### config.mk
export PLATFORM = sky130hd
export DESIGN_NAME = jas_div
export DESIGN_NICKNAME = d
export VERILOG_FILES = /design/src/rtl/core/jas_pkg.sv /design/src/rtl/core/jas_div.sv
export SDC_FILE = /design/constraint.sdc
export NUM_CORES = 1
export LEC_CHECK = 0
export ABC_AREA = 1
export BUFFER_PORTS_ARGS = -buffer_cell sky130_fd_sc_hd__buf_2
export CELL_PAD_IN_SITES_DETAIL_PLACEMENT = 1
export CELL_PAD_IN_SITES_GLOBAL_PLACEMENT = 1
export CORE_MARGIN = 1.5
export CORE_UTILIZATION = 46
export CTS_CLUSTER_DIAMETER = 60
export CTS_CLUSTER_SIZE = 24
export DETAILED_ROUTE_END_ITERATION = 7
export PLACE_DENSITY_LB_ADDON = 0.1
export SLEW_MARGIN = 20
export SYNTH_ARGS = -nofsm -noshare
export SYNTH_HDL_FRONTEND = slang
export SYNTH_SLANG_ARGS = --single-unit
export TNS_END_PERCENT = 20
### constraint.sdc
create_clock -name clock -period 3.07 [get_ports clock]
set_input_delay 0.4605 -clock clock [delete_from_list [all_inputs] [get_ports clock]]
set_output_delay 0.4605 -clock clock [all_outputs]
set_load 0.01 [all_outputs]
### src/rtl/core/jas_pkg.sv
// Shared types, constants and arithmetic helpers of the joystick axis shaper.
// Depends on nothing; every other file of rtl/core imports it.
package jas_pkg;

   localparam int AXIS_COUNT   = 8;
   localparam int SAMPLE_WIDTH = 16;
   localparam int DIV_STEPS    = 15;

   localparam logic [14:0] FULL_SCALE = 15'h7FFF;
   localparam logic [3:0]  GEAR_DRIVE = 4'd4;

   typedef enum logic [2:0] {
      CSR_STEER_INDEX = 3'd0,
      CSR_BRAKE_INDEX = 3'd1,
      CSR_ACCEL_INDEX = 3'd2,
      CSR_INVERT_MASK = 3'd3,
      CSR_DEAD_BAND   = 3'd4,
      CSR_STEER_GAIN  = 3'd5,
      CSR_CURVE_MIX   = 3'd6
   } csr_index_type;

   typedef struct packed {
      logic signed [SAMPLE_WIDTH-1:0] axis_value_0;
      logic signed [SAMPLE_WIDTH-1:0] axis_value_1;
      logic signed [SAMPLE_WIDTH-1:0] axis_value_2;
      logic signed [SAMPLE_WIDTH-1:0] axis_value_3;
      logic signed [SAMPLE_WIDTH-1:0] axis_value_4;
      logic signed [SAMPLE_WIDTH-1:0] axis_value_5;
      logic signed [SAMPLE_WIDTH-1:0] axis_value_6;
      logic signed [SAMPLE_WIDTH-1:0] axis_value_7;
      logic [3:0]                     axis_count;
   } req_type;

   typedef struct packed {
      logic               status;
      logic signed [15:0] steer_out;
      logic [14:0]        brake_out;
      logic [14:0]        accel_out;
      logic [3:0]         gear_out;
   } rsp_type;

   typedef struct packed {
      logic [2:0]  steer_index;
      logic [2:0]  brake_index;
      logic [2:0]  accel_index;
      logic [2:0]  invert_mask;
      logic [14:0] dead_band;
      logic [14:0] steer_gain;
      logic [14:0] curve_mix;
   } cfg_type;

   // Per-item control that rides along the back pipeline.
   typedef struct packed {
      logic        status;
      logic        neg;
      logic        zero;
      logic [14:0] brake;
      logic [14:0] accel;
   } ctl_type;

   typedef struct packed {
      ctl_type     ctl;
      logic [14:0] num;
   } work_type;

   typedef struct packed {
      logic [14:0] rem;
      logic [14:0] low;
      logic [14:0] quo;
   } div_type;

   // One restoring step: shift in the next dividend bit, subtract if it fits.
   function automatic div_type div_step(input div_type s, input logic [14:0] divisor);
      div_type     r;
      logic [15:0] part;
      logic [15:0] diff;
      logic        ge;
      part  = {s.rem, s.low[14]};
      diff  = part - {1'b0, divisor};
      ge    = (part >= {1'b0, divisor});
      r.rem = ge ? diff[14:0] : part[14:0];
      r.low = {s.low[13:0], 1'b0};
      r.quo = {s.quo[13:0], ge};
      return r;
   endfunction

   // Truncating divide by 2^15-1 for x <= FULL_SCALE^2, by folding the high part.
   function automatic logic [14:0] div_fs(input logic [29:0] x);
      logic [15:0] y;
      logic [15:0] y2;
      logic [15:0] q;
      y  = {1'b0, x[29:15]} + {1'b0, x[14:0]};
      y2 = {15'd0, y[15]} + {1'b0, y[14:0]};
      q  = {1'b0, x[29:15]} + {15'd0, y[15]} + {15'd0, (y2 >= {1'b0, FULL_SCALE})};
      return q[14:0];
   endfunction

endpackage

### src/rtl/core/jas_div.sv
// Pipelined restoring divider for the deadzone renormalization, one quotient
// bit per stage. Depends on jas_pkg.
module jas_div (
   input  logic             clock,
   input  logic             reset,
   input  logic             en,
   input  logic             in_valid,
   input  jas_pkg::ctl_type in_ctl,
   input  logic [14:0]      in_num,
   input  logic [14:0]      dead_band,
   output logic             out_valid,
   output jas_pkg::ctl_type out_ctl,
   output logic [14:0]      out_quo
);
   import jas_pkg::*;

   logic [14:0]          divisor;
   logic [29:0]          dividend;
   div_type              seed;
   div_type              step_ff [DIV_STEPS];
   div_type              step_in [DIV_STEPS];
   ctl_type              ctl_ff  [DIV_STEPS];
   ctl_type              ctl_in  [DIV_STEPS];
   logic [DIV_STEPS-1:0] vld_ff, vld_in;

   always_comb begin
      divisor  = FULL_SCALE - dead_band;
      // num * (2^15 - 1); its top half is below the divisor, so 15 steps suffice
      dividend = {in_num, 15'd0} - {15'd0, in_num};
      seed.rem = dividend[29:15];
      seed.low = dividend[14:0];
      seed.quo = '0;
      step_in[0] = div_step(seed, divisor);
      ctl_in[0]  = in_ctl;
      for (int k = 1; k < DIV_STEPS; k++) begin
         step_in[k] = div_step(step_ff[k-1], divisor);
         ctl_in[k]  = ctl_ff[k-1];
      end
      vld_in = {vld_ff[DIV_STEPS-2:0], in_valid};
   end

   always_ff @(posedge clock) begin
      if (reset) begin
         vld_ff <= '0;
      end else if (en) begin
         vld_ff <= vld_in;
      end
   end

   always_ff @(posedge clock) begin
      if (en) begin
         step_ff <= step_in;
         ctl_ff  <= ctl_in;
      end
   end

   assign out_valid = vld_ff[DIV_STEPS-1];
   assign out_ctl   = ctl_ff[DIV_STEPS-1];
   assign out_quo   = step_ff[DIV_STEPS-1].quo;

endmodule

==> key figures <==
Status
  – Status: complete, no violations

Power
  – PD cells: 892 nW/µm²
  – IR drop worst, VDD: 459 µV
  – Leakage: 20.2 nW

Clock network
  – CTS clk-pin slew, worst paths: 0.05 ns
  – Total clock sinks: 945
  – Htree depth: 3
  – CTS Buf Count: 81
  – CTS tree: done
  – Post-CTS setup buffers: 0
  – CTS Buffer Depth: 3
  – Worst skew pair latency: 0.67 ns
  – Post-cts gate resize count: 0
  – CTS Root Buffer Type: clkbuf_16
  – CTS Hold Bufs: 33

Die
  – Num rows: 112
  – Initial Util: 0.465
  – Die ar.: 96300 µm²
  – I/O pin cnt: 116
  – Core region area: 93500 µm²
  – Die X: 310 µm
  – Die height: 310 µm

Finish
  – N_diodes: 0
  – Final Cell Area: 50000 µm²
  – Syn-to-layout area delta: 15.0%
  – Layout Nets: 4337
  – Commonest non-fill, non-tap cell in the layout: edfxtp_1
  – Non-Filler Instances: 5350
  – Share of post-route cells with drive strength above 1: 0.118
  – Commonest cells after routing, fill and taps aside: edfxtp_1 (930), nand2_1 (718), nor2_1 (380), a21oi_1 (328), inv_1 (261)

Route
  – Antenna violation net count after detailed routing: 0
  – WL final: 104000 µm
  – Vias: 27799
  – DR pass1 iterations: 5
  – DRC Markers: 0
  – 1st-iter DRT viols: 1824
  – Routed len/inst: 19.5 µm
  – Via/cell ratio: 5.20

Placement
  – PortBufs: 115
  – DP Area: 46700 µm²
  – # placed instances: 5167
  – GP Congestion: 0.873
  – Pre-CTS setup slack: -0.294 ns
  – Post-DP HPWL: 75100 µm

Setup path
  – Crit start category: primary input
  – CP Capture Type: flop
  – CP max FO: 16
  – CP required: 3.46 ns
  – Crit Path Category: primary input to flop
  – CP Data Arrival Time: 3.11 ns

STA
  – Final hold viol count: 0
  – Final Skew: 0.0396 ns
  – Fmax achieved: 368 MHz
  – RSZ-0062 raised after global routing: false
  – Final period util: 0.886
  – Min Clock Period, post-route: 2.72 ns
  – Max-slew headroom: 0.383
  – Final Slew Violations: 0
  – Slew @ Worst Pin: 0.926 ns
  – Final Setup Violations: 0
  – Final WS setup: 0.350 ns

Yosys
  – Syn_nets: 4005
  – Distinct cells, synth: 35
  – Flops & latches, synth: 945
  – Post-synthesis instance area: 43500 µm²
  – Seq/Total Area, Yosys: 0.650
  – Synth Warn #: 0
  – Synth Instances: 3697
  – Syn Area/Cell: 11.8 µm²

Global route
  – Remaining Overflow, GRT: 0
  – Vias in the first global route: 28636
  – Initial antenna violation count: 5
  – Tot GR Track Use: 0.219
  – Global-route wire length before repair: 161000 µm
  – Largest net degree at the start of global routing: 97

Worst hold path
  – Hold WC Path Type: primary input to flop

Job
  – Max-cap violation count: 0
==> synth_stat cells <==
cell type    n  area [µm²]
xor2_1      65         569
ha_1       227        2840
nand4_1     69         432
clkbuf_1     6        22.5
nand2_2      3        18.8
edfxtp_1   930       27900
o211ai_1     1        7.51
dfxtp_1     15         300
buf_6       26         293
a21o_1      26         195
nor3_1      29         145
o21bai_1     1        7.51
buf_4       50         375
nor3b_1      1        7.51
nor2_4       2        22.5
nand3_1    220        1100
inv_1      261         980
and2_1       1        6.26
or2_1       12        75.1
o21ai_0    155         776
fa_1        14         280
nor2_2      13        81.3
a21oi_2      1        8.76
nand3_2     13         130
nand2_4      3        33.8
buf_2        3        15.0
or2_2        1        6.26
nand3_4      1        17.5
o21a_1       1        7.51
a21oi_1    328        1640
nand3b_1    28         210
nand2_1    718        2700
xnor2_1     90         788
nor2_1     381        1430
and3_1       2        12.5
==> metal layers <==
| layer | global-route usage | wire (µm) | vias to the layer above |
|---|---|---|---|
| met5 | 0 | 0 | - |
| met4 | 0.0587 | 2530 | 0 |
| met3 | 0.0290 | 3780 | 142 |
| met2 | 0.363 | 49300 | 442 |
| met1 | 0.305 | 48500 | 13485 |
| li1 | - | - | 13730 |
==> state kept, by name, indices dropped and copies added, names as in the netlist <==
register / flops
vld_ff: 15
ctl_ff: 462
out_ctl: 33
out_quo: 15
step_ff: 420
==> area by class of cell <==
cell class              count  area (µm²)
fillers                  9883       43500
clock buffers              85        2080
multi-input cells        2406       13500
clock inverters            65         810
repair buffers            334        2750
flip-flops and latches    945       28200
well taps                1254        1570
inverters                 261         980
==> metrics by stage <==
step | power, mW | hold slack, ns | util | TNS, ns
2_1_floorplan | 28.8 | 0.400 | - | 0
3_3_place_gp | 33.4 | 0.400 | 0.500 | -2.90
3_5_place_dp | 33.8 | 0.405 | 0.500 | -5.35
4_1_cts | 45.0 | 0.0299 | 0.535 | 0
5_1_grt | 47.4 | 0.0670 | 0.535 | 0
6_report | 44.6 | 0.0775 | 0.535 | 0
==> critical path, stage by stage <==
cell,delay (ns)
buf_2,0.12
inv_1,0.08
ha_1,0.19
nand2_1,0.13
nor2_1,0.19
nand2_1,0.12
nand3_1,0.09
o21ai_0,0.24
ha_1,0.40
nand2_1,0.09
nor2_1,0.06
and2_1,0.15
nand2_1,0.08
nand3_1,0.16
nand2_2,0.16
nand3_4,0.19
nand2_1,0.13
nand2_1,0.06
==> kinds of logic (layout without fill, tap and decap cells) <==
| kind of cell | Yosys count | after routing | share of synthesized area |
|---|---|---|---|
| AO/OA/AOI/OAI | 513 | 513 | 0.0608 |
| XOR/XNOR | 155 | 155 | 0.0312 |
| adder cells (fa/ha/maj) | 241 | 241 | 0.0718 |
| buffers and inverters | 346 | 745 | 0.0388 |
| flip-flops | 945 | 945 | 0.650 |
| AND/OR/NAND/NOR | 1497 | 1497 | 0.148 |
==> where the power goes <==
group          internal (mW)  switching, mW
Sequential              17.1           1.21
Clock                   5.60           5.34
Combinational           5.69           9.66
==> final timing paths <==
check | slack, ns | depth (start not counted) | start | end
worst max-delay path | 0.35 | 18 | in_num[1] | step_ff[663]
worst min-delay path | 0.08 | 3 | in_valid | vld_ff[0]
worst max register to register | 0.49 | 14 | step_ff[389] | step_ff[347]
worst min register to register | 0.38 | 0 | step_ff[648] | step_ff[604]
Note: power is estimated with default switching activity, not from simulation.
