`src/rtl/core/jas_pkg.sv`:
```
// Shared types, constants and arithmetic helpers of the joystick axis shaper.
// Depends on nothing; every other file of rtl/core imports it.
package jas_pkg;

   localparam int AXIS_COUNT   = 8;
   localparam int SAMPLE_WIDTH = 16;
   localparam int DIV_STEPS    = 15;

   localparam logic [14:0] FULL_SCALE = 15'h7FFF;
   localparam logic [3:0]  GEAR_DRIVE = 4'd4;

   typedef enum logic [2:0] {
      CSR_STEER_INDEX = 3'd0,
      CSR_BRAKE_INDEX = 3'd1,
      CSR_ACCEL_INDEX = 3'd2,
      CSR_INVERT_MASK = 3'd3,
      CSR_DEAD_BAND   = 3'd4,
      CSR_STEER_GAIN  = 3'd5,
      CSR_CURVE_MIX   = 3'd6
   } csr_index_type;

   typedef struct packed {
      logic signed [SAMPLE_WIDTH-1:0] axis_value_0;
      logic signed [SAMPLE_WIDTH-1:0] axis_value_1;
      logic signed [SAMPLE_WIDTH-1:0] axis_value_2;
      logic signed [SAMPLE_WIDTH-1:0] axis_value_3;
      logic signed [SAMPLE_WIDTH-1:0] axis_value_4;
      logic signed [SAMPLE_WIDTH-1:0] axis_value_5;
      logic signed [SAMPLE_WIDTH-1:0] axis_value_6;
      logic signed [SAMPLE_WIDTH-1:0] axis_value_7;
      logic [3:0]                     axis_count;
   } req_type;

   typedef struct packed {
      logic               status;
      logic signed [15:0] steer_out;
      logic [14:0]        brake_out;
      logic [14:0]        accel_out;
      logic [3:0]         gear_out;
   } rsp_type;

   typedef struct packed {
      logic [2:0]  steer_index;
      logic [2:0]  brake_index;
      logic [2:0]  accel_index;
      logic [2:0]  invert_mask;
      logic [14:0] dead_band;
      logic [14:0] steer_gain;
      logic [14:0] curve_mix;
   } cfg_type;

   // Per-item control that rides along the back pipeline.
   typedef struct packed {
      logic        status;
      logic        neg;
      logic        zero;
      logic [14:0] brake;
      logic [14:0] accel;
   } ctl_type;

   typedef struct packed {
      ctl_type     ctl;
      logic [14:0] num;
   } work_type;

   typedef struct packed {
      logic [14:0] rem;
      logic [14:0] low;
      logic [14:0] quo;
   } div_type;

   // One restoring step: shift in the next dividend bit, subtract if it fits.
   function automatic div_type div_step(input div_type s, input logic [14:0] divisor);
      div_type     r;
      logic [15:0] part;
      logic [15:0] diff;
      logic        ge;
      part  = {s.rem, s.low[14]};
      diff  = part - {1'b0, divisor};
      ge    = (part >= {1'b0, divisor});
      r.rem = ge ? diff[14:0] : part[14:0];
      r.low = {s.low[13:0], 1'b0};
      r.quo = {s.quo[13:0], ge};
      return r;
   endfunction

   // Truncating divide by 2^15-1 for x <= FULL_SCALE^2, by folding the high part.
   function automatic logic [14:0] div_fs(input logic [29:0] x);
      logic [15:0] y;
      logic [15:0] y2;
      logic [15:0] q;
      y  = {1'b0, x[29:15]} + {1'b0, x[14:0]};
      y2 = {15'd0, y[15]} + {1'b0, y[14:0]};
      q  = {1'b0, x[29:15]} + {15'd0, y[15]} + {15'd0, (y2 >= {1'b0, FULL_SCALE})};
      return q[14:0];
   endfunction

endpackage

```
`src/rtl/core/jas_back.sv`:
```
// Back pipeline: cube, linear/cubic blend, gain, sign and the result register.
// Depends on jas_pkg.
module jas_back (
   input  logic             clock,
   input  logic             reset,
   input  jas_pkg::cfg_type cfg,
   input  logic             in_valid,
   input  jas_pkg::ctl_type in_ctl,
   input  logic [14:0]      in_n,
   input  logic             rsp_stall,
   output logic             rsp_valid,
   output jas_pkg::rsp_type rsp_data,
   output logic             advance
);
   import jas_pkg::*;

   localparam int STAGES = 11;
   localparam int N_TAPS = 6;

   logic [STAGES-1:0] vld_ff;
   ctl_type           ctl_ff [STAGES];
   logic [14:0]       n_ff   [N_TAPS];

   logic [29:0] sq_ff, sq_in;
   logic [44:0] cubed_ff, cubed_in;
   logic [29:0] acc_ff, acc_in;
   logic [30:0] fold_ff, fold_in;
   logic [29:0] acc2_ff, acc2_in;
   logic [16:0] fold2_ff, fold2_in;
   logic [1:0]  fold3_hi;
   logic [15:0] fold3;
   logic [29:0] q1_ff, q1_in;
   logic [14:0] cube_ff, cube_in;
   logic [29:0] lin_ff, lin_in;
   logic [29:0] cub_ff, cub_in;
   logic [29:0] sum_ff, sum_in;
   logic [14:0] curved_ff, curved_in;
   logic [29:0] prod_ff, prod_in;
   logic [14:0] mag_ff, mag_in;
   logic        rsp_valid_ff;
   rsp_type     rsp_data_ff, rsp_data_in;
   logic [15:0] steer_mag;
   ctl_type     last_ctl;

   // hold everything while a finished result waits on the receiver
   assign advance = !(rsp_valid_ff && rsp_stall);

   always_comb begin
      sq_in    = 30'(in_n) * 30'(in_n);
      cubed_in = 45'(sq_ff) * 45'(n_ff[0]);
      // n^3 / (2^15-1): fold the 2^15 multiples back in, three times
      acc_in   = cubed_ff[44:15];
      fold_in  = {1'b0, cubed_ff[44:15]} + 31'(cubed_ff[14:0]);
      acc2_in  = acc_ff + 30'(fold_ff[30:15]);
      fold2_in = 17'(fold_ff[30:15]) + 17'(fold_ff[14:0]);
      fold3_hi = fold2_ff[16:15];
      fold3    = 16'(fold3_hi) + 16'(fold2_ff[14:0]);
      q1_in    = acc2_ff + 30'(fold3_hi) + 30'(fold3 >= {1'b0, FULL_SCALE});
      cube_in  = div_fs(q1_ff);
      lin_in   = 30'(FULL_SCALE - cfg.curve_mix) * 30'(n_ff[N_TAPS-1]);
      cub_in   = 30'(cfg.curve_mix) * 30'(cube_ff);
      sum_in   = lin_ff + cub_ff;
      curved_in = div_fs(sum_ff);
      prod_in  = 30'(curved_ff) * 30'(cfg.steer_gain);
      mag_in   = div_fs(prod_ff);
   end

   always_comb begin
      last_ctl  = ctl_ff[STAGES-1];
      steer_mag = {1'b0, mag_ff};
      rsp_data_in = '0;
      rsp_data_in.status = last_ctl.status;
      if (!last_ctl.status) begin
         if (last_ctl.zero) begin
            rsp_data_in.steer_out = '0;
         end else begin
            rsp_data_in.steer_out = last_ctl.neg ? -steer_mag : steer_mag;
         end
         rsp_data_in.brake_out = last_ctl.brake;
         rsp_data_in.accel_out = last_ctl.accel;
         rsp_data_in.gear_out  = GEAR_DRIVE;
      end
   end

   always_ff @(posedge clock) begin
      if (reset) begin
         vld_ff       <= '0;
         rsp_valid_ff <= 1'b0;
      end else if (advance) begin
         vld_ff       <= {vld_ff[STAGES-2:0], in_valid};
         rsp_valid_ff <= vld_ff[STAGES-1];
      end
   end

   always_ff @(posedge clock) begin
      if (advance) begin
         ctl_ff[0] <= in_ctl;
         for (int k = 1; k < STAGES; k++) begin
            ctl_ff[k] <= ctl_ff[k-1];
         end
         n_ff[0] <= in_n;
         for (int k = 1; k < N_TAPS; k++) begin
            n_ff[k] <= n_ff[k-1];
         end
         sq_ff       <= sq_in;
         cubed_ff    <= cubed_in;
         acc_ff      <= acc_in;
         fold_ff     <= fold_in;
         acc2_ff     <= acc2_in;
         fold2_ff    <= fold2_in;
         q1_ff       <= q1_in;
         cube_ff     <= cube_in;
         lin_ff      <= lin_in;
         cub_ff      <= cub_in;
         sum_ff      <= sum_in;
         curved_ff   <= curved_in;
         prod_ff     <= prod_in;
         mag_ff      <= mag_in;
         rsp_data_ff <= rsp_data_in;
      end
   end

   assign rsp_valid = rsp_valid_ff;
   assign rsp_data  = rsp_data_ff;

endmodule

```
`config.mk`:
```
export PLATFORM = sky130hd
export DESIGN_NAME = jas_back
export DESIGN_NICKNAME = d
export VERILOG_FILES = /design/src/rtl/core/jas_pkg.sv /design/src/rtl/core/jas_back.sv
export SDC_FILE = /design/constraint.sdc
export NUM_CORES = 2
export LEC_CHECK = 0
export ABC_AREA = 1
export BUFFER_PORTS_ARGS = -buffer_cell sky130_fd_sc_hd__buf_4
export CORE_ASPECT_RATIO = 0.75
export CORE_UTILIZATION = 54
export DETAILED_ROUTE_END_ITERATION = 10
export PLACE_DENSITY = 0.74
export SLEW_MARGIN = 20
export SYNTH_ARGS = -nofsm -noshare
export SYNTH_HDL_FRONTEND = slang
export SYNTH_SLANG_ARGS = --single-unit
```
`constraint.sdc`:
```
create_clock -name clock -period 51.6 [get_ports clock]
set_input_delay 10.32 -clock clock [delete_from_list [all_inputs] [get_ports clock]]
set_output_delay 10.32 -clock clock [all_outputs]
set_load 0.1 [all_outputs]
```
==> results by group <==
Drt
  – Number of DRC markers in iteration 0: 4052
  – Residual DRC count: 0
  – WL per Instance: 16.8 um
  – WL final: 175 mm
  – Via count: 54700
  – Initial DRT Pass Iterations: 8
  – DR vias/cell: 5.24
  – Routed Antenna Nets: 0

Global routing
  – First-pass GRT wire length: 290 mm
  – Top Usage Layer GRT: met2
  – Total gr overflow: 0
  – Met2 usage: 40.0%
  – Largest net degree at the start of global routing: 202
  – Met1 usage: 33.7%
  – GRT met3 Usage: 3.69%
  – Vias in the first global route: 57300
  – Initial antenna violation count: 3
  – Tot GR Track Use: 24.2%

Floorplan
  – Core area: 146000 um2
  – Std-Cell Rows: 121
  – Die Y: 335 um
  – Die Area: 149000 um2
  – Ports: 162
  – Die X: 446 um
  – Starting Density: 54.7%

Logic synthesis
  – Yosys warning count: 0
  – FF+latch count, synth: 888
  – Post-synthesis sequential area ratio: 33.3%
  – Most used DFF post-synth: edfxtp_1
  – Ys async rst share: 0%
  – Synth Instances: 8324
  – Count of cell types in the netlist: 53
  – Avg Cell Area, Syn: 9.59 um2
  – EDFF count, synth: 876
  – Cell Area, Synth: 79800 um2

Layout
  – Register Area: 26500 um2
  – Final nets: 10100
  – Most common cell after layout, fill and taps aside: inv_1
  – Fillers: 12400
  – Area Growth Syn to Fin: 7.44%
  – Final instance area: 85700 um2
  – Share of layout cells above drive strength 1: 3.72%
  – Commonest cells after routing, fill and taps aside: inv_1 (2006), nand2_1 (1846), fa_1 (1005)
  – Multi-input gate area: 45000 um2

Critical path
  – CP Data Required Time: 41.28 ns
  – RR Endpoint: cubed_ff[33]$_DFFE_PN_
  – Crit end category: primary output
  – Worst-path maximum fanout: 66
  – Crit path DAT: 11.61 ns
  – R2r worst-path depth: 20
  – WS Path Type: in2out
  – Flop-to-flop setup slack: 44.53 ns
  – Startpoint Class: primary input
  – Crit Reg-Reg Startpoint: n_ff[0][9]$_DFFE_PN_

Clock tree
  – CTS Sinks: 888
  – H-tree depth: 3
  – Max clock buf depth: 3
  – CTS clk-pin slew, worst paths: 0.06 ns
  – Cts hold-fix bufs: 0
  – CTS tree: yes
  – Post-CTS sizing: 0
  – Cts bufs inserted: 90
  – Skew-Pair Late Insertion Delay: 0.71 ns
  – Postcts setup bufs: 0
  – Clock root buffer: clkbuf_16

STA
  – Fmax: 45.6 MHz
  – Slew margin rel.: 17.4%
  – Clock Skew: 0.0379 ns
  – Fin crit period: 21.93 ns
  – RSZ-0062 raised after global routing: no
  – Final period util: 42.5%
  – Final setup fails: 0
  – Fin worst setup slack: 29.67 ns
  – Count of pins over their slew limit: 0
  – Actual slew at the worst max-slew pin: 1.24 ns
  – Final Hold Viols: 0
  – Fin Setup TNS: 0 ns

Job
  – Max-cap violations: 0

Placed design
  – IO Port Bufs: 131
  – Routability cong.: 0.960
  – Final HPWL DP: 137 mm
  – Dpl cell area: 82800 um2
  – Place WS: 29.62 ns

Hold path
  – Hold path depth: 0
  – Worst Hold Endpoint: ctl_ff[9][4]$_DFFE_PN_
  – Worst hold path class: reg2reg
  – HP Start: ctl_ff[8][4]$_DFFE_PN_

Outcome
  – Status: finished clean
sequential cells by signal (all words and copies together), names as in the netlist, 31 cells and up:
| signal | flops |
|---|---|
| ctl_ff | 363 |
| n_ff | 88 |
| fold_ff | 31 |
| rsp_data | 48 |
| cubed_ff | 45 |
metrics by stage:
step                cells  hold WS, ns  utilization (%)
finish              10400        0.406             58.7
global route        10400        0.403             58.7
CTS                 10400        0.401             58.7
detailed placement  10300        0.405             56.7
global placement    10300        0.400             56.7
floorplan            8333        0.400                -
logic make-up after synthesis:
group / Yosys count / share of synthesized area (%)
flip-flops: 888 / 33.3
AO/OA/AOI/OAI: 627 / 4.38
buffers and inverters: 2209 / 10.4
adder cells (fa/ha/maj): 1637 / 35.1
XOR/XNOR: 334 / 3.67
other: 1 / 0.00470
AND/OR/NAND/NOR: 2628 / 13.2
layer usage:
layer | share of wire (%) | vias to the layer above
met5 | 0.0097 | -
met4 | 2.4 | 2
met3 | 7.2 | 309
met2 | 47 | 1871
met1 | 44 | 26800
li1 | - | 25700
cells in the mapped netlist, drive strengths merged, types with 17 or more instances:
master | number | share of area [%]
nand4 | 41 | 0.32
nand2 | 1849 | 8.7
nor2 | 444 | 2.1
clkbuf | 176 | 0.83
xor2 | 213 | 2.3
fa | 1005 | 25
a31oi | 34 | 0.27
nor3 | 64 | 0.45
ha | 632 | 9.9
o21ai | 164 | 1.0
a21o | 35 | 0.33
a21boi | 17 | 0.16
inv | 2006 | 9.4
xnor2 | 121 | 1.3
a21oi | 310 | 1.9
nand3 | 188 | 1.2
edfxtp | 876 | 33
o21bai | 32 | 0.30
nor4 | 19 | 0.16
worst max-delay path, stage by stage:
cell	delay, ns
buf_4	0.12
nand2_4	0.61
buf_4	0.47
final cells by class:
class / instances / area share [%]
multi-input cells: 5236 / 52.5
flip-flops and latches: 888 / 31.0
inverters: 2017 / 8.83
well taps: 1968 / 2.87
clock buffers: 104 / 2.71
repair buffers: 154 / 1.39
clock inverters: 58 / 0.753
diodes: 1 / 0.00292
worst max path at each step:
| stage | from | endpoint | slack, ns |
|---|---|---|---|
| after global placement | rsp_stall | advance | 29.64 |
| after CTS | rsp_stall | advance | 29.62 |
| final | rsp_stall | advance | 29.67 |
| after floorplan | rsp_stall | advance | 6.36 |
| after global routing | rsp_stall | advance | 29.58 |
| after detailed placement | rsp_stall | advance | 29.62 |
Power is left out: the tool's default activity adds up to more than one toggle a clock period on the data nets, which glitch-free logic cannot reach.
