[src/rtl/core/jas_pkg.sv]
// Shared types, constants and arithmetic helpers of the joystick axis shaper.
// Depends on nothing; every other file of rtl/core imports it.
package jas_pkg;

   localparam int AXIS_COUNT   = 8;
   localparam int SAMPLE_WIDTH = 16;
   localparam int DIV_STEPS    = 15;

   localparam logic [14:0] FULL_SCALE = 15'h7FFF;
   localparam logic [3:0]  GEAR_DRIVE = 4'd4;

   typedef enum logic [2:0] {
      CSR_STEER_INDEX = 3'd0,
      CSR_BRAKE_INDEX = 3'd1,
      CSR_ACCEL_INDEX = 3'd2,
      CSR_INVERT_MASK = 3'd3,
      CSR_DEAD_BAND   = 3'd4,
      CSR_STEER_GAIN  = 3'd5,
      CSR_CURVE_MIX   = 3'd6
   } csr_index_type;

   typedef struct packed {
      logic signed [SAMPLE_WIDTH-1:0] axis_value_0;
      logic signed [SAMPLE_WIDTH-1:0] axis_value_1;
      logic signed [SAMPLE_WIDTH-1:0] axis_value_2;
      logic signed [SAMPLE_WIDTH-1:0] axis_value_3;
      logic signed [SAMPLE_WIDTH-1:0] axis_value_4;
      logic signed [SAMPLE_WIDTH-1:0] axis_value_5;
      logic signed [SAMPLE_WIDTH-1:0] axis_value_6;
      logic signed [SAMPLE_WIDTH-1:0] axis_value_7;
      logic [3:0]                     axis_count;
   } req_type;

   typedef struct packed {
      logic               status;
      logic signed [15:0] steer_out;
      logic [14:0]        brake_out;
      logic [14:0]        accel_out;
      logic [3:0]         gear_out;
   } rsp_type;

   typedef struct packed {
      logic [2:0]  steer_index;
      logic [2:0]  brake_index;
      logic [2:0]  accel_index;
      logic [2:0]  invert_mask;
      logic [14:0] dead_band;
      logic [14:0] steer_gain;
      logic [14:0] curve_mix;
   } cfg_type;

   // Per-item control that rides along the back pipeline.
   typedef struct packed {
      logic        status;
      logic        neg;
      logic        zero;
      logic [14:0] brake;
      logic [14:0] accel;
   } ctl_type;

   typedef struct packed {
      ctl_type     ctl;
      logic [14:0] num;
   } work_type;

   typedef struct packed {
      logic [14:0] rem;
      logic [14:0] low;
      logic [14:0] quo;
   } div_type;

   // One restoring step: shift in the next dividend bit, subtract if it fits.
   function automatic div_type div_step(input div_type s, input logic [14:0] divisor);
      div_type     r;
      logic [15:0] part;
      logic [15:0] diff;
      logic        ge;
      part  = {s.rem, s.low[14]};
      diff  = part - {1'b0, divisor};
      ge    = (part >= {1'b0, divisor});
      r.rem = ge ? diff[14:0] : part[14:0];
      r.low = {s.low[13:0], 1'b0};
      r.quo = {s.quo[13:0], ge};
      return r;
   endfunction

   // Truncating divide by 2^15-1 for x <= FULL_SCALE^2, by folding the high part.
   function automatic logic [14:0] div_fs(input logic [29:0] x);
      logic [15:0] y;
      logic [15:0] y2;
      logic [15:0] q;
      y  = {1'b0, x[29:15]} + {1'b0, x[14:0]};
      y2 = {15'd0, y[15]} + {1'b0, y[14:0]};
      q  = {1'b0, x[29:15]} + {15'd0, y[15]} + {15'd0, (y2 >= {1'b0, FULL_SCALE})};
      return q[14:0];
   endfunction

endpackage

[src/rtl/core/jas_queue.sv]
// Short item queue between the front end and the back pipeline.
// Depends on jas_pkg for the queued item type.
module jas_queue #(
   parameter int DEPTH = 2
) (
   input  logic              clock,
   input  logic              reset,
   input  logic              push,
   input  jas_pkg::work_type push_data,
   input  logic              pop,
   output jas_pkg::work_type pop_data,
   output logic              full,
   output logic              empty
);
   import jas_pkg::*;

   localparam int PTR_W = $clog2(DEPTH);
   localparam int CNT_W = $clog2(DEPTH + 1);

   work_type         slot_ff [DEPTH];
   logic [PTR_W-1:0] wr_ptr_ff, wr_ptr_in;
   logic [PTR_W-1:0] rd_ptr_ff, rd_ptr_in;
   logic [CNT_W-1:0] count_ff, count_in;

   always_comb begin
      wr_ptr_in = wr_ptr_ff;
      rd_ptr_in = rd_ptr_ff;
      if (push) begin
         wr_ptr_in = (wr_ptr_ff == PTR_W'(DEPTH - 1)) ? '0 : wr_ptr_ff + 1'b1;
      end
      if (pop) begin
         rd_ptr_in = (rd_ptr_ff == PTR_W'(DEPTH - 1)) ? '0 : rd_ptr_ff + 1'b1;
      end
      case ({push, pop})
         2'b10:   count_in = count_ff + 1'b1;
         2'b01:   count_in = count_ff - 1'b1;
         default: count_in = count_ff;
      endcase
   end

   always_ff @(posedge clock) begin
      if (reset) begin
         wr_ptr_ff <= '0;
         rd_ptr_ff <= '0;
         count_ff  <= '0;
      end else begin
         wr_ptr_ff <= wr_ptr_in;
         rd_ptr_ff <= rd_ptr_in;
         count_ff  <= count_in;
      end
   end

   always_ff @(posedge clock) begin
      if (push) begin
         slot_ff[wr_ptr_ff] <= push_data;
      end
   end

   assign pop_data = slot_ff[rd_ptr_ff];
   assign full     = (count_ff == CNT_W'(DEPTH));
   assign empty    = (count_ff == '0);

endmodule

[config.mk]
export PLATFORM = sky130hd
export DESIGN_NAME = jas_queue
export DESIGN_NICKNAME = d
export VERILOG_FILES = /design/src/rtl/core/jas_pkg.sv /design/src/rtl/core/jas_queue.sv
export SDC_FILE = /design/constraint.sdc
export NUM_CORES = 1
export LEC_CHECK = 0
export ABC_AREA = 1
export BUFFER_PORTS_ARGS = -buffer_cell sky130_fd_sc_hd__buf_4
export CAP_MARGIN = 20
export CORE_UTILIZATION = 30
export DETAILED_ROUTE_END_ITERATION = 10
export SYNTH_ARGS = -nofsm -noshare
export SYNTH_HDL_FRONTEND = slang
export SYNTH_SLANG_ARGS = --single-unit
[constraint.sdc]
create_clock -name clock -period 3.38 [get_ports clock]
set_input_delay 0.338 -clock clock [delete_from_list [all_inputs] [get_ports clock]]
set_output_delay 0.338 -clock clock [all_outputs]
set_load 0.005 [all_outputs]
==> flow_summary.toml, run 1 <==
[critical_path]
required_ns = 3.04
end_kind = "output pin"
critPathMaxFanout = 25
critPathMaxStageDelay_ns = 0.77
cp_cell_sequence = "buf_12 -> mux2_2 -> buf_4"
timing_worst_setup_path_type = "reg -> out"
cp-start-kind = "flop"
crit_arrival_ns = 1.90
slowest_stage = "dfxtp_2"

[status]
outcome = "finished, final reports clean"

[timing]
post-route-min-period_ns = 2.24
clock-skew-final_ns = 0.00528
setup_viol = 0
max_freq_ghz = 0.447
finalCritPeriodShare_pct = 66.2
hold_viol = 0
drv_slew = 0
tightest_slew_ns = 0.778
setup_tns_ns = 0
rsz0062_at_grt = "no"
slew_headroom_pct = 48.0

[drt]
firstDrtPassIters = 4
drt_iter0_drc = 77
wirelength_um = 6470
antenna_left = 0
drc = 0
num_vias = 1926
vias_per_cell = 4.15
wire_per_inst_um = 13.9

[global_route]
antenna_found_initial = 0
overflow = 0
grt_pass1_vias = 2075
grt_max_degree = 26
grt_usage_pct = 10.5
grt_pass1_wl_um = 9970

[clock_tree]
cts_tree = "yes"
clockBufferDepth = 2
post_cts_buffers = 0
cts.sinks = 101
clockRootBuffer = "clkbuf_16"
cts_max_level = 3
ctsResizeCount = 0
cts_buffers = 9
clk_latency_ns = 0.34
path_clk_slew_ns = 0.07
hold_buffers = 0

[power]
p_leak_nw = 1.93
ir_worst_vdd_v = 0.000218
powerDensity_mw_per_mm2 = 551

[synthesis]
synth_fp_nets = 235
postSynthAreaPerCell_um2 = 20.7
synth_compound_area_share_pct = 0.266
syn_area_mm2 = 0.00377
seq_area_frac_synth_pct = 79.2
synth_top_area_cell = "edfxtp_1"
synthXorXnorAreaFrac_pct = 0.232
synth_top_family_by_area = "multiplexers"
synth_cells = 182
synthSimpleGateAreaFrac_pct = 1.79
synth.top_cell.area_share_pct = 76.5
yosys.cell_types.count = 15
synthAdderAreaFrac_pct = 0.332
yosys_warnings = 0
ys_ff_latch = 101
ys_top_cells_by_area = "edfxtp_1 (77%), mux2_2 (8.4%), mux2_4 (8.0%)"
synthMuxAreaShare_pct = 16.3

[die]
die_h_um = 114
core_mm2 = 0.0121
die_x_um = 114
io_pins = 102
rows = 40
die_area_mm2 = 0.0130
start_util_pct = 31.1

[layout]
diodes = 0
fill_cells = 1128
fin_nets = 345
area_growth_pct = 33.8
drive_gt1_share_pct = 57.1
layout_commonest_cell = "buf_4"
utilization_pct = 41.6
multi_input_area_um2 = 722
final_cell_mix = "buf_4 (101), edfxtp_1 (96), mux2_2 (28)"
seq_area_mm2 = 0.00298

[placed_design]
gp_congestion = 0.625
place.port_buffers = 101
dp_hpwl_um = 4320

[min_path]
min_path_type = "in -> reg"

[run]
max_cap_violations = 0
layer usage:
| metal | wire length (um) | part of all wire [%] | vias to the layer above | track usage [%] |
|---|---|---|---|---|
| li1 | - | - | 912 | - |
| met1 | 2740 | 42 | 941 | 11.5 |
| met2 | 3230 | 50 | 64 | 17.7 |
| met3 | 408 | 6.3 | 9 | 4.18 |
| met4 | 99 | 1.5 | 0 | 4.94 |
| met5 | 0 | 0 | - | 0 |
Yosys cell counts (all sizes together):
cell	n
a21oi	1
buf	5
dfxtp	5
edfxtp	96
ha	1
inv	7
mux2	48
nand2	5
nand4	1
nor2	10
nor3	1
o21ai	1
xnor2	1
report_power, final:
group / leakage (nW) / switching, mW / internal (mW)
Clock: 0.138 / 0.415 / 0.566
Combinational: 0.845 / 0.120 / 0.200
Sequential: 0.943 / 0.0300 / 1.45
Total: 1.93 / 0.565 / 2.21
worst max-delay path, delay by kind of cell (launching register included):
family | cells | cell delay [ns]
mux | 1 | 0.36
buf+inv | 2 | 0.42
flops | 1 | 0.77
layout make-up:
cell class	instances	area share, %
Sequential cell	101	59.2
Clock buffer	10	4.54
Inverter	7	0.521
Timing Repair Buffer	104	16.2
Clock inverter	5	1.04
Tap cell	168	4.17
Multi-Input combinational cell	69	14.3
cell families (layout without fill, tap and decap cells):
group | Yosys count | count (layout)
XOR/XNOR | 1 | 1
flip-flops | 101 | 101
adder cells (fa/ha/maj) | 1 | 1
AO/OA/AOI/OAI | 2 | 2
buffers and inverters | 12 | 126
AND/OR/NAND/NOR | 17 | 17
multiplexers | 48 | 48
stage by stage:
| step | instance area [um2] | instances | hold slack (ns) | worst slack [ns] | total power [mW] |
|---|---|---|---|---|---|
| final | 5040 | 464 | 0.181 | 1.14 | 2.78 |
| after global routing | 5040 | 464 | 0.160 | 0.994 | 2.90 |
| after CTS | 5040 | 464 | 0.169 | 1.06 | 2.82 |
| after detailed placement | 4760 | 449 | 0.507 | 1.44 | 1.83 |
| after global placement | 4740 | 448 | 0.498 | 1.45 | 1.82 |
| after floorplan | 3770 | 182 | 0.410 | 0.513 | 1.65 |
sequential cells by signal (all words and copies together) (netlist names), named ones only:
register	cells
slot_ff	96
count_ff	2
rd_ptr_ff	1
wr_ptr_ff	1
final timing paths:
kind                                     from        endpoint  slack (ns)  cells after the start
worst max register to register      wr_ptr_ff   slot_ff[0][5]        1.81                      2
worst max-delay path                     flop    pop_data[46]        1.14                      3
worst min register to register      rd_ptr_ff       rd_ptr_ff        0.51                      2
worst min-delay path            push_data[26]  slot_ff[0][26]        0.18                      1
No activity file was read; power rests on OpenSTA's default activity.
==> run 2, diff against run 1 <==
--- a/config.mk
+++ b/config.mk
@@ -5,7 +5,7 @@
 export SDC_FILE = /design/constraint.sdc
 export NUM_CORES = 1
 export LEC_CHECK = 0
-export ABC_AREA = 1
+export ABC_AREA = 0
 export BUFFER_PORTS_ARGS = -buffer_cell sky130_fd_sc_hd__buf_4
 export CAP_MARGIN = 20
 export CORE_UTILIZATION = 30
==> constraint.sdc (replaced) <==
create_clock -name clock -period 2.3 [get_ports clock]
set_input_delay 0.23 -clock clock [delete_from_list [all_inputs] [get_ports clock]]
set_output_delay 0.23 -clock clock [all_outputs]
set_load 0.005 [all_outputs]
==> run 2 against run 1 <==
Against the previous run:
- sequential share of layout area grew 1.6 points
- setup slack worse by 0.65 ns
- highest routed layer unchanged
- final area is 2.6% lower
- global-route usage is 0.28 points higher
==> flow_summary.toml, run 2 <==
[status]
outcome = "finished, final reports clean"

[global_route]
grt_pass1_vias = 1959
overflow = 0
antenna_found_initial = 0
grt_pass1_wl_um = 9860
grt_usage_pct = 10.7
grt_max_degree = 38

[die]
die_area_mm2 = 0.0126
rows = 39
core_mm2 = 0.0117
die_x_um = 112
die_h_um = 112
start_util_pct = 31.4
io_pins = 102

[critical_path]
required_ns = 2.07
timing_worst_setup_path_type = "reg -> out"
slowest_stage = "dfxtp_2"
cp-start-kind = "flop"
end_kind = "output pin"
r2r_end = "slot_ff[1][16]"
crit_arrival_ns = 1.58
critPathMaxStageDelay_ns = 0.48
reg2regPathDepth = 2
critPathMaxFanout = 13
r2r-start = "wr_ptr_ff"
reg2reg_slack_ns = 0.86
crit_top_cell = "buf_4"
cp_cell_sequence = "buf_4 -> mux2_2 -> buf_4"

[power]
ir_worst_vdd_v = 0.000519
p_leak_nw = 1.81
powerDensity_mw_per_mm2 = 814

[clock_tree]
cts_buffers = 9
hold_buffers = 0
ctsResizeCount = 0
clockRootBuffer = "clkbuf_16"
cts_max_level = 3
clk_latency_ns = 0.33
clockBufferDepth = 2
path_clk_slew_ns = 0.07
post_cts_buffers = 0
cts_tree = "yes"
cts.sinks = 101

[drt]
antenna_left = 0
wire_per_inst_um = 15.0
wirelength_um = 6490
num_vias = 1880
drt_iter0_drc = 88
drc = 0
vias_per_cell = 4.36
firstDrtPassIters = 4

[placed_design]
place.port_buffers = 101
dp_hpwl_um = 4250
place_ws_ns = 0.822
gp_congestion = 0.650

[layout]
diodes = 0
final_cell_mix = "buf_4 (103), edfxtp_1 (96), mux2_2 (48)"
drive_gt1_share_pct = 59.0
largest_reg_flops = 96
area_growth_pct = 34.3
reg.largest.list = "slot_ff (96), count_ff (2)"
utilization_pct = 42.1
layout_commonest_cell = "buf_4"
fin_nets = 336
top_register = "slot_ff"
fill_cells = 1070

[synthesis]
synthFlopType = "edfxtp_1"
ys_top_cells_by_area = "edfxtp_1 (79%), mux2_2 (15%), dfxtp_1 (2.7%)"
yosys_warnings = 0
synth.top_cell.area_share_pct = 78.8
synth_fp_nets = 224
syn_area_mm2 = 0.00366
synth_cells = 171
ys_ff_latch = 101
postSynthAreaPerCell_um2 = 21.4
synth_top_area_cell = "edfxtp_1"
yosys.cell_types.count = 15
synth_edf_count = 96
async_flop_share_pct = 0
post-synth-top-count-cell = "edfxtp_1"
ys_top_cells_by_count = "edfxtp_1 (96), mux2_2 (48), nor2_1 (6)"
seq_area_frac_synth_pct = 81.5

[timing]
drv_slew = 0
whs_ns = 0.0779
setup_viol = 0
hold_viol = 0
setup_ws_ns = 0.493
finalCritPeriodShare_pct = 78.6
max_freq_ghz = 0.553
tightest_slew_ns = 0.429
post-route-min-period_ns = 1.81
slew_headroom_pct = 71.4
setup_tns_ns = 0
rsz0062_at_grt = "no"
clock-skew-final_ns = 0.00378

[min_path]
holdPathStages = 1
hp-start = "push_data[28]"
min_to = "slot_ff[0][28]"
min_path_type = "in -> reg"

[run]
max_cap_violations = 0
-- run 2: through the flow --
step           total power [mW]  instances  instance area [um2]
4_1_cts                    4.07        431                 4910
6_report                   4.00        431                 4910
3_5_place_dp               2.72        415                 4650
3_3_place_gp               2.71        415                 4650
2_1_floorplan              2.42        171                 3660
5_1_grt                    4.17        431                 4910
-- run 2: cell families (layout without fill, tap and decap cells) --
| family | count (synthesis) | after routing | synth area share [%] |
|---|---|---|---|
| flops | 101 | 101 | 81.5 |
| mux | 48 | 48 | 14.8 |
| simple gates | 9 | 9 | 1.20 |
| buf+inv | 6 | 123 | 0.923 |
| xor+xnor | 4 | 4 | 0.958 |
| compound gates | 2 | 2 | 0.273 |
| fa+ha+maj | 1 | 1 | 0.342 |
-- run 2: power by group --
group | switching, mW | internal [mW] | total [mW]
Combinational | 0.196 | 0.295 | 0.491
Sequential | 0.0351 | 2.14 | 2.18
Clock | 0.599 | 0.735 | 1.33
-- run 2: critical path, delay by kind of cell, from the launching register on --
kind                   cells  cell delay (ns)
flip-flops                 1             0.48
multiplexers               1             0.36
buffers and inverters      2             0.40
-- run 2: how the worst max path moves through the flow --
stage	start	end	slack (ns)	cells past startpoint
floorplan	wr_ptr_ff	slot_ff[0][0]	0.29	1
global placement	flop	pop_data[39]	0.86	3
detailed placement	flop	pop_data[21]	0.82	3
CTS	flop	pop_data[21]	0.45	3
global route	flop	pop_data[21]	0.41	3
finish	flop	pop_data[20]	0.49	3
-- run 2: per-layer routing --
metal,up-vias,GRT usage [%],routed length (um)
li1,890,-,-
met1,925,10.9,2540
met2,55,19.5,3500
met3,10,4.21,340
met4,0,4.80,110
met5,-,0,0
-- run 2: final cells by class --
type	count	area, um2	share of cell area, %
clock inverters	3	22.5	0.458
multi-input cells	64	651	13.2
repair buffers	106	833	17.0
well taps	143	179	3.64
inverters	1	3.75	0.0764
clock buffers	13	240	4.89
flip-flops and latches	101	2980	60.7
