`config.mk`:
```
export PLATFORM = sky130hd
export DESIGN_NAME = jas_front
export DESIGN_NICKNAME = d
export VERILOG_FILES = /design/src/rtl/core/jas_pkg.sv /design/src/rtl/core/jas_front.sv
export SDC_FILE = /design/constraint.sdc
export NUM_CORES = 1
export LEC_CHECK = 0
export BUFFER_PORTS_ARGS = -buffer_cell sky130_fd_sc_hd__buf_4
export CORE_UTILIZATION = 52
export DETAILED_ROUTE_END_ITERATION = 16
export PLACE_DENSITY_LB_ADDON = 0.12
export RECOVER_POWER = 100
export SYNTH_ARGS = -nofsm -noshare
export SYNTH_HDL_FRONTEND = slang
export SYNTH_SLANG_ARGS = --single-unit
```
`constraint.sdc`:
```
create_clock -name vclk -period 6.7
set_input_delay 0.67 -clock vclk [all_inputs]
set_output_delay 0.67 -clock vclk [all_outputs]
set_load 0.02 [all_outputs]
```
`src/rtl/core/jas_pkg.sv`:
```
// Shared types, constants and arithmetic helpers of the joystick axis shaper.
// Depends on nothing; every other file of rtl/core imports it.
package jas_pkg;

   localparam int AXIS_COUNT   = 8;
   localparam int SAMPLE_WIDTH = 16;
   localparam int DIV_STEPS    = 15;

   localparam logic [14:0] FULL_SCALE = 15'h7FFF;
   localparam logic [3:0]  GEAR_DRIVE = 4'd4;

   typedef enum logic [2:0] {
      CSR_STEER_INDEX = 3'd0,
      CSR_BRAKE_INDEX = 3'd1,
      CSR_ACCEL_INDEX = 3'd2,
      CSR_INVERT_MASK = 3'd3,
      CSR_DEAD_BAND   = 3'd4,
      CSR_STEER_GAIN  = 3'd5,
      CSR_CURVE_MIX   = 3'd6
   } csr_index_type;

   typedef struct packed {
      logic signed [SAMPLE_WIDTH-1:0] axis_value_0;
      logic signed [SAMPLE_WIDTH-1:0] axis_value_1;
      logic signed [SAMPLE_WIDTH-1:0] axis_value_2;
      logic signed [SAMPLE_WIDTH-1:0] axis_value_3;
      logic signed [SAMPLE_WIDTH-1:0] axis_value_4;
      logic signed [SAMPLE_WIDTH-1:0] axis_value_5;
      logic signed [SAMPLE_WIDTH-1:0] axis_value_6;
      logic signed [SAMPLE_WIDTH-1:0] axis_value_7;
      logic [3:0]                     axis_count;
   } req_type;

   typedef struct packed {
      logic               status;
      logic signed [15:0] steer_out;
      logic [14:0]        brake_out;
      logic [14:0]        accel_out;
      logic [3:0]         gear_out;
   } rsp_type;

   typedef struct packed {
      logic [2:0]  steer_index;
      logic [2:0]  brake_index;
      logic [2:0]  accel_index;
      logic [2:0]  invert_mask;
      logic [14:0] dead_band;
      logic [14:0] steer_gain;
      logic [14:0] curve_mix;
   } cfg_type;

   // Per-item control that rides along the back pipeline.
   typedef struct packed {
      logic        status;
      logic        neg;
      logic        zero;
      logic [14:0] brake;
      logic [14:0] accel;
   } ctl_type;

   typedef struct packed {
      ctl_type     ctl;
      logic [14:0] num;
   } work_type;

   typedef struct packed {
      logic [14:0] rem;
      logic [14:0] low;
      logic [14:0] quo;
   } div_type;

   // One restoring step: shift in the next dividend bit, subtract if it fits.
   function automatic div_type div_step(input div_type s, input logic [14:0] divisor);
      div_type     r;
      logic [15:0] part;
      logic [15:0] diff;
      logic        ge;
      part  = {s.rem, s.low[14]};
      diff  = part - {1'b0, divisor};
      ge    = (part >= {1'b0, divisor});
      r.rem = ge ? diff[14:0] : part[14:0];
      r.low = {s.low[13:0], 1'b0};
      r.quo = {s.quo[13:0], ge};
      return r;
   endfunction

   // Truncating divide by 2^15-1 for x <= FULL_SCALE^2, by folding the high part.
   function automatic logic [14:0] div_fs(input logic [29:0] x);
      logic [15:0] y;
      logic [15:0] y2;
      logic [15:0] q;
      y  = {1'b0, x[29:15]} + {1'b0, x[14:0]};
      y2 = {15'd0, y[15]} + {1'b0, y[14:0]};
      q  = {1'b0, x[29:15]} + {15'd0, y[15]} + {15'd0, (y2 >= {1'b0, FULL_SCALE})};
      return q[14:0];
   endfunction

endpackage

```
`src/rtl/core/jas_front.sv`:
```
// Front end: picks the configured axes of a frame, clamps, inverts, maps pedals
// and classifies steering. Depends on jas_pkg.
module jas_front (
   input  jas_pkg::cfg_type  cfg,
   input  jas_pkg::req_type  req_data,
   output jas_pkg::work_type work
);
   import jas_pkg::*;

   localparam logic signed [SAMPLE_WIDTH-1:0] SAMPLE_MIN = {1'b1, {(SAMPLE_WIDTH-1){1'b0}}};

   function automatic logic signed [15:0] clamp_sample(input logic signed [15:0] s);
      return (s == SAMPLE_MIN) ? (SAMPLE_MIN + 16'sd1) : s;
   endfunction

   function automatic logic [14:0] pedal_level(input logic signed [15:0] b, input logic inv);
      logic signed [16:0] ext;
      logic signed [16:0] sum;
      ext = {b[15], b};
      sum = inv ? (17'sd32767 - ext) : (17'sd32767 + ext);
      return sum[15:1];
   endfunction

   logic signed [15:0] axis [AXIS_COUNT];
   logic [3:0]         count;
   logic [2:0]         top_idx;
   logic               missing;
   logic signed [15:0] steer_b;
   logic signed [15:0] steer_s;
   logic [14:0]        mag;

   always_comb begin
      axis[0] = req_data.axis_value_0;
      axis[1] = req_data.axis_value_1;
      axis[2] = req_data.axis_value_2;
      axis[3] = req_data.axis_value_3;
      axis[4] = req_data.axis_value_4;
      axis[5] = req_data.axis_value_5;
      axis[6] = req_data.axis_value_6;
      axis[7] = req_data.axis_value_7;

      count = (req_data.axis_count > 4'(AXIS_COUNT)) ? 4'(AXIS_COUNT) : req_data.axis_count;
      top_idx = cfg.steer_index;
      if (cfg.brake_index > top_idx) begin
         top_idx = cfg.brake_index;
      end
      if (cfg.accel_index > top_idx) begin
         top_idx = cfg.accel_index;
      end
      missing = ({1'b0, top_idx} >= count);

      steer_b = clamp_sample(axis[cfg.steer_index]);
      steer_s = cfg.invert_mask[0] ? -steer_b : steer_b;
      mag     = steer_s[15] ? 15'(-steer_s) : steer_s[14:0];

      work.ctl.status = missing;
      work.ctl.neg    = steer_s[15];
      // inside the deadzone, or a deadzone covering full scale: no steering
      work.ctl.zero   = (mag <= cfg.dead_band) || (cfg.dead_band == FULL_SCALE);
      work.ctl.brake  = pedal_level(clamp_sample(axis[cfg.brake_index]), cfg.invert_mask[1]);
      work.ctl.accel  = pedal_level(clamp_sample(axis[cfg.accel_index]), cfg.invert_mask[2]);
      work.num        = mag - cfg.dead_band;
   end

endmodule

```
==> results_dict.tcl, run 1 <==
set metrics [dict create \
    fill_cells 939 \
    place_hpwl_um 16800 \
    fmax_mhz 158 \
    yosysSeqAreaShare 0 \
    critPathRequiredTime_ps 6030 \
    dp_slack_ps 163 \
    avgSynthCellArea_um2 9.11 \
    status "finished clean" \
    design_area_mm2 0.00728 \
    netlist.area_leader.share 0.310 \
    dieArea_mm2 0.0115 \
    grt_max_degree 35 \
    cts_resized 0 \
    yosys.area.top_type "mux4_2" \
    path_cells "buf_6, mux4_1, mux2_2, nor3_4, nor4b_4, a31oi_1, ha_1, mux2i_1, ha_1, nand2b_1, o21ai_1, fa_1, a21o_1, a21oi_1, o21bai_1, a21o_1, a21oi_2, o211ai_1, a31o_2, a21oi_1, xnor2_1, buf_4" \
    powerDensity_mw_per_mm2 141 \
    fin_cells 958 \
    routedWlPerCell_um 21.2 \
    dr.pass1.iters 5 \
    drc_errors 0 \
    postCtsHoldBufs 0 \
    critPathLaunchType "input port" \
    timing_worst_setup_path_type "in -> out" \
    power.total_mw 1.03 \
    cp_top_family "compound AO/OA/AOI/OAI gates" \
    die_x_um 107 \
    seq_cells 0 \
    drt_iter0_drc 549 \
    finalSetupViolations 0 \
    synth_common_cells "mux4_2, mux2i_1, nor2_1" \
    place_area_mm2 0.00739 \
    initial_core_util 0.532 \
    ys_warn_count 0 \
    seq_area_um2 0 \
    area_delta_synth_final_pct 26.6 \
    die_h_um 107 \
    via_count 6410 \
    gr-usage-all-layers 0.351 \
    layout_worst_path_cycle_share 0.942 \
    worstPathMaxFanout 21 \
    worst_slack_ps 386 \
    finalHoldViolations 0 \
    first_global_vias 6272 \
    whs_ps 1630 \
    synth_area_leaders "mux4_2, mux2i_1, ha_1, xor2_1, xnor2_1" \
    worst-path-buf-inv 2 \
    layout-drive-gt1-share 0.364 \
    clkbuf_count 0 \
    cts_setup_buffers 0 \
    synth_most_common_cell "mux4_2" \
    final_nets 1038 \
    num_rows 38 \
    arrival_ps 5640 \
    p_leak_nw 3.11 \
    gr-total-overflow 0 \
    rsz0062_at_grt "no" \
    synth.distinct_cells 68 \
    multi_input_area_mm2 0.00538 \
    worstHoldPathType "in -> out" \
    ir_drop_mv 0.195 \
    viasPerCell 6.69 \
    grt_pass1_wl_um 31900 \
    worstHoldStart "req_data[3]" \
    setup-tns-final_ps 0 \
    gp_congestion 0.902 \
    startpoint "cfg[54]" \
    finalCriticalPeriod_ps 6310 \
    drt_wl_total_um 20300 \
    synth_cells 631 \
    portBuffers 207 \
    antenna_found_initial 0 \
    dp.cells 958 \
    slowest_stage "mux4_1" \
    netlist_area_mm2 0.00575 \
    drv_cap 0 \
    max_slew.worst_pin.slew_ps 1280 \
    slew_headroom 0.149 \
    core_region_area_mm2 0.0108 \
    fin_util 0.674 \
    end_kind "primary output" \
    ios 237 \
    worst_path_largest_cell_delay_ps 590 \
    drv_slew 0 \
    num_antenna_cells 0 \
    syn-num-nets 849 \
    detail-route-antenna-nets 0 \
]
[path summary, 6_finish.rpt]
path / slack [ps] / to / depth (start not counted)
setup / recovery: 390 / work[14] / 22
hold / removal: 1630 / work[47] / 3
[cell families (layout without fill, tap and decap cells)]
logic type / count (synthesis) / in the layout / synth area share
and+or+nand+nor: 190 / 190 / 0.173
adders and majority gates: 29 / 29 / 0.0644
buffers and inverters: 77 / 264 / 0.0653
xor gates and xnor gates: 58 / 58 / 0.0908
muxes: 154 / 154 / 0.456
AOI/OAI and AO/OA: 123 / 123 / 0.150
[layer usage]
layer,GRT usage,part of all wire,wire (um)
met1,0.445,0.39,7840
met2,0.612,0.49,9970
met3,0.0407,0.084,1710
met4,0.134,0.040,810
met5,0,0,0
[layout make-up]
type | instances | area share
Timing Repair Buffer | 228 | 0.218
Inverter | 36 | 0.0186
Tap cell | 140 | 0.0241
Multi-Input combinational cell | 554 | 0.740
[power breakdown]
part	internal, mW	total, mW	switching (mW)
Combinational	0.445	1.03	0.582
Sequential	0	0	0
Clock	0	0	0
Total	0.445	1.03	0.582
[cells in the final DEF (no fill, tap or decap), types with 4 or more instances in the layout]
cell,Yosys,routed
nand2b_1,8,8
a22oi_1,7,7
mux4_1,5,5
nand4_1,9,9
nor2_1,44,44
inv_1,33,33
or3_1,6,6
nor3_1,18,18
mux4_2,79,79
nand3_1,23,23
buf_4,1,189
nor2b_1,7,7
and3_1,7,7
o211ai_1,5,5
nand2_1,40,40
o31ai_1,4,4
a21o_1,5,5
a41oi_1,5,5
a21oi_1,29,28
nor3b_1,6,6
a31oi_1,18,18
a211oi_1,4,4
xor2_1,33,33
ha_1,28,28
xnor2_1,24,24
and2_1,9,9
clkbuf_1,17,35
o21ai_0,15,13
mux2i_1,61,61
mux2_2,9,9
Note: power is estimated with default switching activity, not from simulation.
==> run 2: changes to the inputs <==
Settings changed: CELL_PAD_IN_SITES_DETAIL_PLACEMENT set to 1, CELL_PAD_IN_SITES_GLOBAL_PLACEMENT set to 1, CORE_UTILIZATION 52 to 37.
==> run 2 against run 1 <==
Worst setup slack got worse by 57 ps. Global-route usage decreased by 5.8 points. Critical path depth rose by 1. Core utilization shrank 19 points. Via count about the same. Non-clock buffer count did not move. Maximum frequency fell by 0.90%. Largest cell class unchanged. Highest routed layer unchanged.
==> results_dict.tcl, run 2 (synthesis gave the netlist of run 1 again) <==
set metrics [dict create \
    cp_top_family "buffers and inverters" \
    drt_wl_total_um 23800 \
    drt_iter0_drc 402 \
    drv_slew 0 \
    status "finished clean" \
    p_leak_nw 3.12 \
    core_region_area_mm2 0.0152 \
    portBuffers 207 \
    most-common-layout-cells "buf_4, mux4_2, mux2i_1, nor2_1, nand2_1" \
    fin_util 0.483 \
    p_int_mw 0.449 \
    drc_errors 0 \
    gp_congestion 0.918 \
    finalHoldViolations 0 \
    design_area_mm2 0.00735 \
    p_sw_mw 0.601 \
    multi_input_area_mm2 0.00538 \
    viasPerCell 6.37 \
    timing_worst_setup_path_type "in -> out" \
    finalSetupViolations 0 \
    die_h_um 127 \
    power.total_mw 1.05 \
    cts_setup_buffers 0 \
    fmax_mhz 157 \
    seq_area_um2 0 \
    rsz0062_at_grt "no" \
    swShare 0.572 \
    worst-path-buf-inv 5 \
    critPathLaunchType "input port" \
    layout_worst_path_cycle_share 0.951 \
    dr.pass1.iters 4 \
    dieArea_mm2 0.0160 \
    dp.cells 1006 \
    gr-total-overflow 0 \
    place_area_mm2 0.00747 \
    max_slew.worst_pin.slew_ps 1320 \
    area_delta_synth_final_pct 27.8 \
    antenna_found_initial 0 \
    final_nets 1038 \
    gr-usage-all-layers 0.294 \
    whs_ps 1630 \
    die_x_um 127 \
    detail-route-antenna-nets 0 \
    grt_pass1_wl_um 37000 \
    slew_headroom 0.117 \
    drv_cap 0 \
    worst_slack_ps 329 \
    clkbuf_count 0 \
    num_rows 45 \
    hold_path_end "work[47]" \
    layout-drive-gt1-share 0.366 \
    arrival_ps 5700 \
    place_hpwl_um 19800 \
    fin_cells 1006 \
    worst_path_largest_cell_delay_ps 390 \
    crit_path_frequent_cell "buf_4" \
    clkPwrFrac 0 \
    worstHoldStart "req_data[3]" \
    hold-path-cell-count 3 \
    slowest_stage "ha_1" \
    worstPathMaxFanout 36 \
    ir_drop_mv 0.0909 \
    routedWlPerCell_um 23.6 \
    end_kind "primary output" \
    p_seq_frac 0 \
    initial_core_util 0.378 \
    finalCriticalPeriod_ps 6370 \
    seq_cells 0 \
    final_common_cell "buf_4" \
    critPathRequiredTime_ps 6030 \
    via_count 6411 \
    setup-tns-final_ps 0 \
    ios 237 \
    grt_max_degree 37 \
    first_global_vias 6682 \
    fill_cells 1804 \
    combPwrFrac 1.000 \
    num_antenna_cells 0 \
    powerDensity_mw_per_mm2 143 \
    dp_slack_ps 90.1 \
    path_cells "buf_6, buf_12, mux4_2, mux2i_1, buf_4, and3_1, a31oi_1, ha_1, nand2b_1, xnor2_1, nand3b_1, nor4b_1, buf_4, a21oi_1, xor2_1, ha_1, and2_1, o21ai_0, o211ai_1, a31o_2, a21oi_1, xnor2_1, buf_4" \
    worstHoldPathType "in -> out" \
]
## run 2: cell counts in the layout (fill, tap and decap cells not counted)
Identical to the previous run, type by type.
## run 2: final cells by class
cell class                 count  area share
multi-input combinational    554       0.732
timing repair buffer         228       0.218
tap                          188      0.0320
inverter                      36      0.0184
## run 2: power groups by stage
stage                     Combinational (mW)  Clock (mW)  Sequential [mW]
after floorplan                        0.675           0                0
after CTS                               1.10           0                0
after global routing                    1.13           0                0
final                                   1.05           0                0
after global placement                  1.06           0                0
after detailed placement                1.09           0                0
## run 2: what timing repair did
action                     in CTS  in global routing
resized for setup               0                  5
hold buffers                    0                  0
setup endpoints to repair       0                  5
hold endpoints to repair        0                  0
## run 2: tightest hold or removal path: cells and delay by family
family        cells  cell delay, ps
buf+inv           2             240
simple gates      1              40
## run 2: worst max-delay path by stage
stage                     startpoint       end  slack (ps)  cells past startpoint
final                        cfg[56]  work[14]         330                     23
after CTS                    cfg[54]  work[14]          60                     22
after floorplan              cfg[54]  work[13]         210                     19
after global routing         cfg[54]  work[13]          10                     22
after global placement       cfg[54]  work[14]         200                     22
after detailed placement     cfg[54]  work[14]          90                     22
## run 2: routing by layer
layer / routed length (um) / GRT usage / vias up
met4: 810 / 0.0921 / 0
met1: 10100 / 0.392 / 3173
met3: 1660 / 0.0316 / 48
li1: - / - / 2872
met2: 11200 / 0.498 / 318
met5: 0 / 0 / -
==> run 3: changes to the inputs <==
==> constraint.sdc (replaced) <==
create_clock -name vclk -period 6.7
set_input_delay 1.005 -clock vclk [all_inputs]
set_output_delay 1.005 -clock vclk [all_outputs]
set_load 0.02 [all_outputs]
==> run 3 against run 2 <==
First-iteration DRC count decreased by 13%. Combinational power is 22% higher. Routed wire length is 2.5% higher. Clock-buffer cell count did not move. Sequential share of layout area unchanged. Largest cell class unchanged. Cell area is 13% higher. Maximum frequency decreased by 3.4%. Flip-flop and latch count unchanged. Critical path depth down 2. Core utilization increased by 6.3 points. Global-route usage increased by 0.46 points.
==> results_dict.tcl, run 3 (synthesis gave the netlist of run 1 again) <==
set metrics [dict create \
    p_int_mw 0.627 \
    grt_pass1_wl_um 38000 \
    first_global_vias 7161 \
    arrival_ps 5590 \
    initial_core_util 0.378 \
    drc_errors 0 \
    detail-route-antenna-nets 0 \
    worstPathMaxFanout 6 \
    dp_slack_ps -208 \
    fill_cells 1770 \
    max_slew.worst_pin.slew_ps 670 \
    critPathRequiredTime_ps 5690 \
    worstHoldPathType "in -> out" \
    final_common_cell "buf_4" \
    whs_ps 2290 \
    powerDensity_mw_per_mm2 154 \
    p_seq_frac 0 \
    p_sw_mw 0.649 \
    fmax_mhz 152 \
    num_rows 45 \
    fin_cells 1091 \
    path_cells "buf_16, mux4_2, mux2_4, nor3_4, nor4b_4, a31oi_2, ha_2, nand2b_4, xnor2_2, nand3b_1, nor4_4, nor2_1, xnor2_1, ha_1, a21o_1, a21oi_2, o211ai_1, a31o_2, a21oi_2, xnor2_2, buf_4" \
    num_antenna_cells 0 \
    slew_headroom 0.541 \
    finalHoldViolations 0 \
    worst-path-buf-inv 2 \
    most-common-layout-cells "buf_4, mux4_2, mux2i_1, nor2_1, nand2_1" \
    seq_cells 0 \
    portBuffers 207 \
    ir_drop_mv 0.101 \
    antenna_found_initial 0 \
    worst_slack_ps 102 \
    clkbuf_count 0 \
    p_leak_nw 3.71 \
    status "finished clean" \
    die_x_um 127 \
    seq_area_um2 0 \
    cp_top_family "simple AND/OR/NAND/NOR gates" \
    timing_worst_setup_path_type "in -> out" \
    dr.pass1.iters 5 \
    slowest_stage "mux4_2" \
    dieArea_mm2 0.0160 \
    drt_iter0_drc 349 \
    drv_cap 0 \
    worstHoldStart "req_data[3]" \
    layout_worst_path_cycle_share 0.985 \
    worst_path_largest_cell_delay_ps 500 \
    core_region_area_mm2 0.0152 \
    critPathLaunchType "input port" \
    drt_wl_total_um 24400 \
    end_kind "primary output" \
    drv_slew 0 \
    clkPwrFrac 0 \
    place_hpwl_um 20500 \
    rsz0062_at_grt "yes" \
    grt_max_degree 35 \
    layout-drive-gt1-share 0.494 \
    routedWlPerCell_um 22.3 \
    dp.cells 1077 \
    area_delta_synth_final_pct 44.5 \
    die_h_um 127 \
    multi_input_area_mm2 0.00553 \
    viasPerCell 6.26 \
    swShare 0.509 \
    via_count 6834 \
    gp_congestion 0.916 \
    power.total_mw 1.28 \
    ios 237 \
    finalCriticalPeriod_ps 6600 \
    gr-total-overflow 0 \
    final_nets 1123 \
    combPwrFrac 1.000 \
    finalSetupViolations 0 \
    startpoint "cfg[54]" \
    gr-usage-all-layers 0.298 \
]
-- run 3: cell count changes in the layout (fill, tap and decap cells not counted), sizes merged --
cell / previous run / this run
buf: 191 / 312
clkbuf: 37 / 1
-- run 3: per-layer routing --
layer | track usage | wire (um)
met5 | 0 | 0
met4 | 0.0638 | 568
met3 | 0.0207 | 1580
met2 | 0.525 | 12000
met1 | 0.401 | 10200
-- run 3: layout make-up --
cell class,count,share of cell area
multi-input combinational,554,0.666
inverter,36,0.0163
timing repair buffer,313,0.290
tap,188,0.0283
-- run 3: tightest hold or removal path, delay by kind of cell --
| family | cells | cell delay (ps) |
|---|---|---|
| and+or+nand+nor | 1 | 40 |
| buffers and inverters | 2 | 230 |
-- run 3: stage by stage --
step,area (um2),utilization,TNS (ps)
2_1_floorplan,5840,-,-2.64
3_3_place_gp,8090,0.532,-254
3_5_place_dp,8090,0.532,-581
4_1_cts,8130,0.535,0
5_1_grt,8310,0.546,-499
6_report,8310,0.546,0
-- run 3: path summary, 6_finish.rpt --
| path | cells past startpoint | to | slack (ps) |
|---|---|---|---|
| setup / recovery | 21 | work[14] | 100 |
| hold / removal | 3 | work[47] | 2290 |
-- run 3: repair_timing --
item	4_1_cts	5_1_grt
cloned	0	1
pin swaps	4	20
hold buffers	0	0
buffers inserted	3	10
resized for setup	7	26
setup endpoints to repair	5	9
-- run 3: power by group through the flow --
stage	Clock, mW	Sequential (mW)	Combinational (mW)
6_report	0	0	1.28
5_1_grt	0	0	1.37
4_1_cts	0	0	1.24
3_5_place_dp	0	0	1.23
3_3_place_gp	0	0	1.19
2_1_floorplan	0	0	0.705
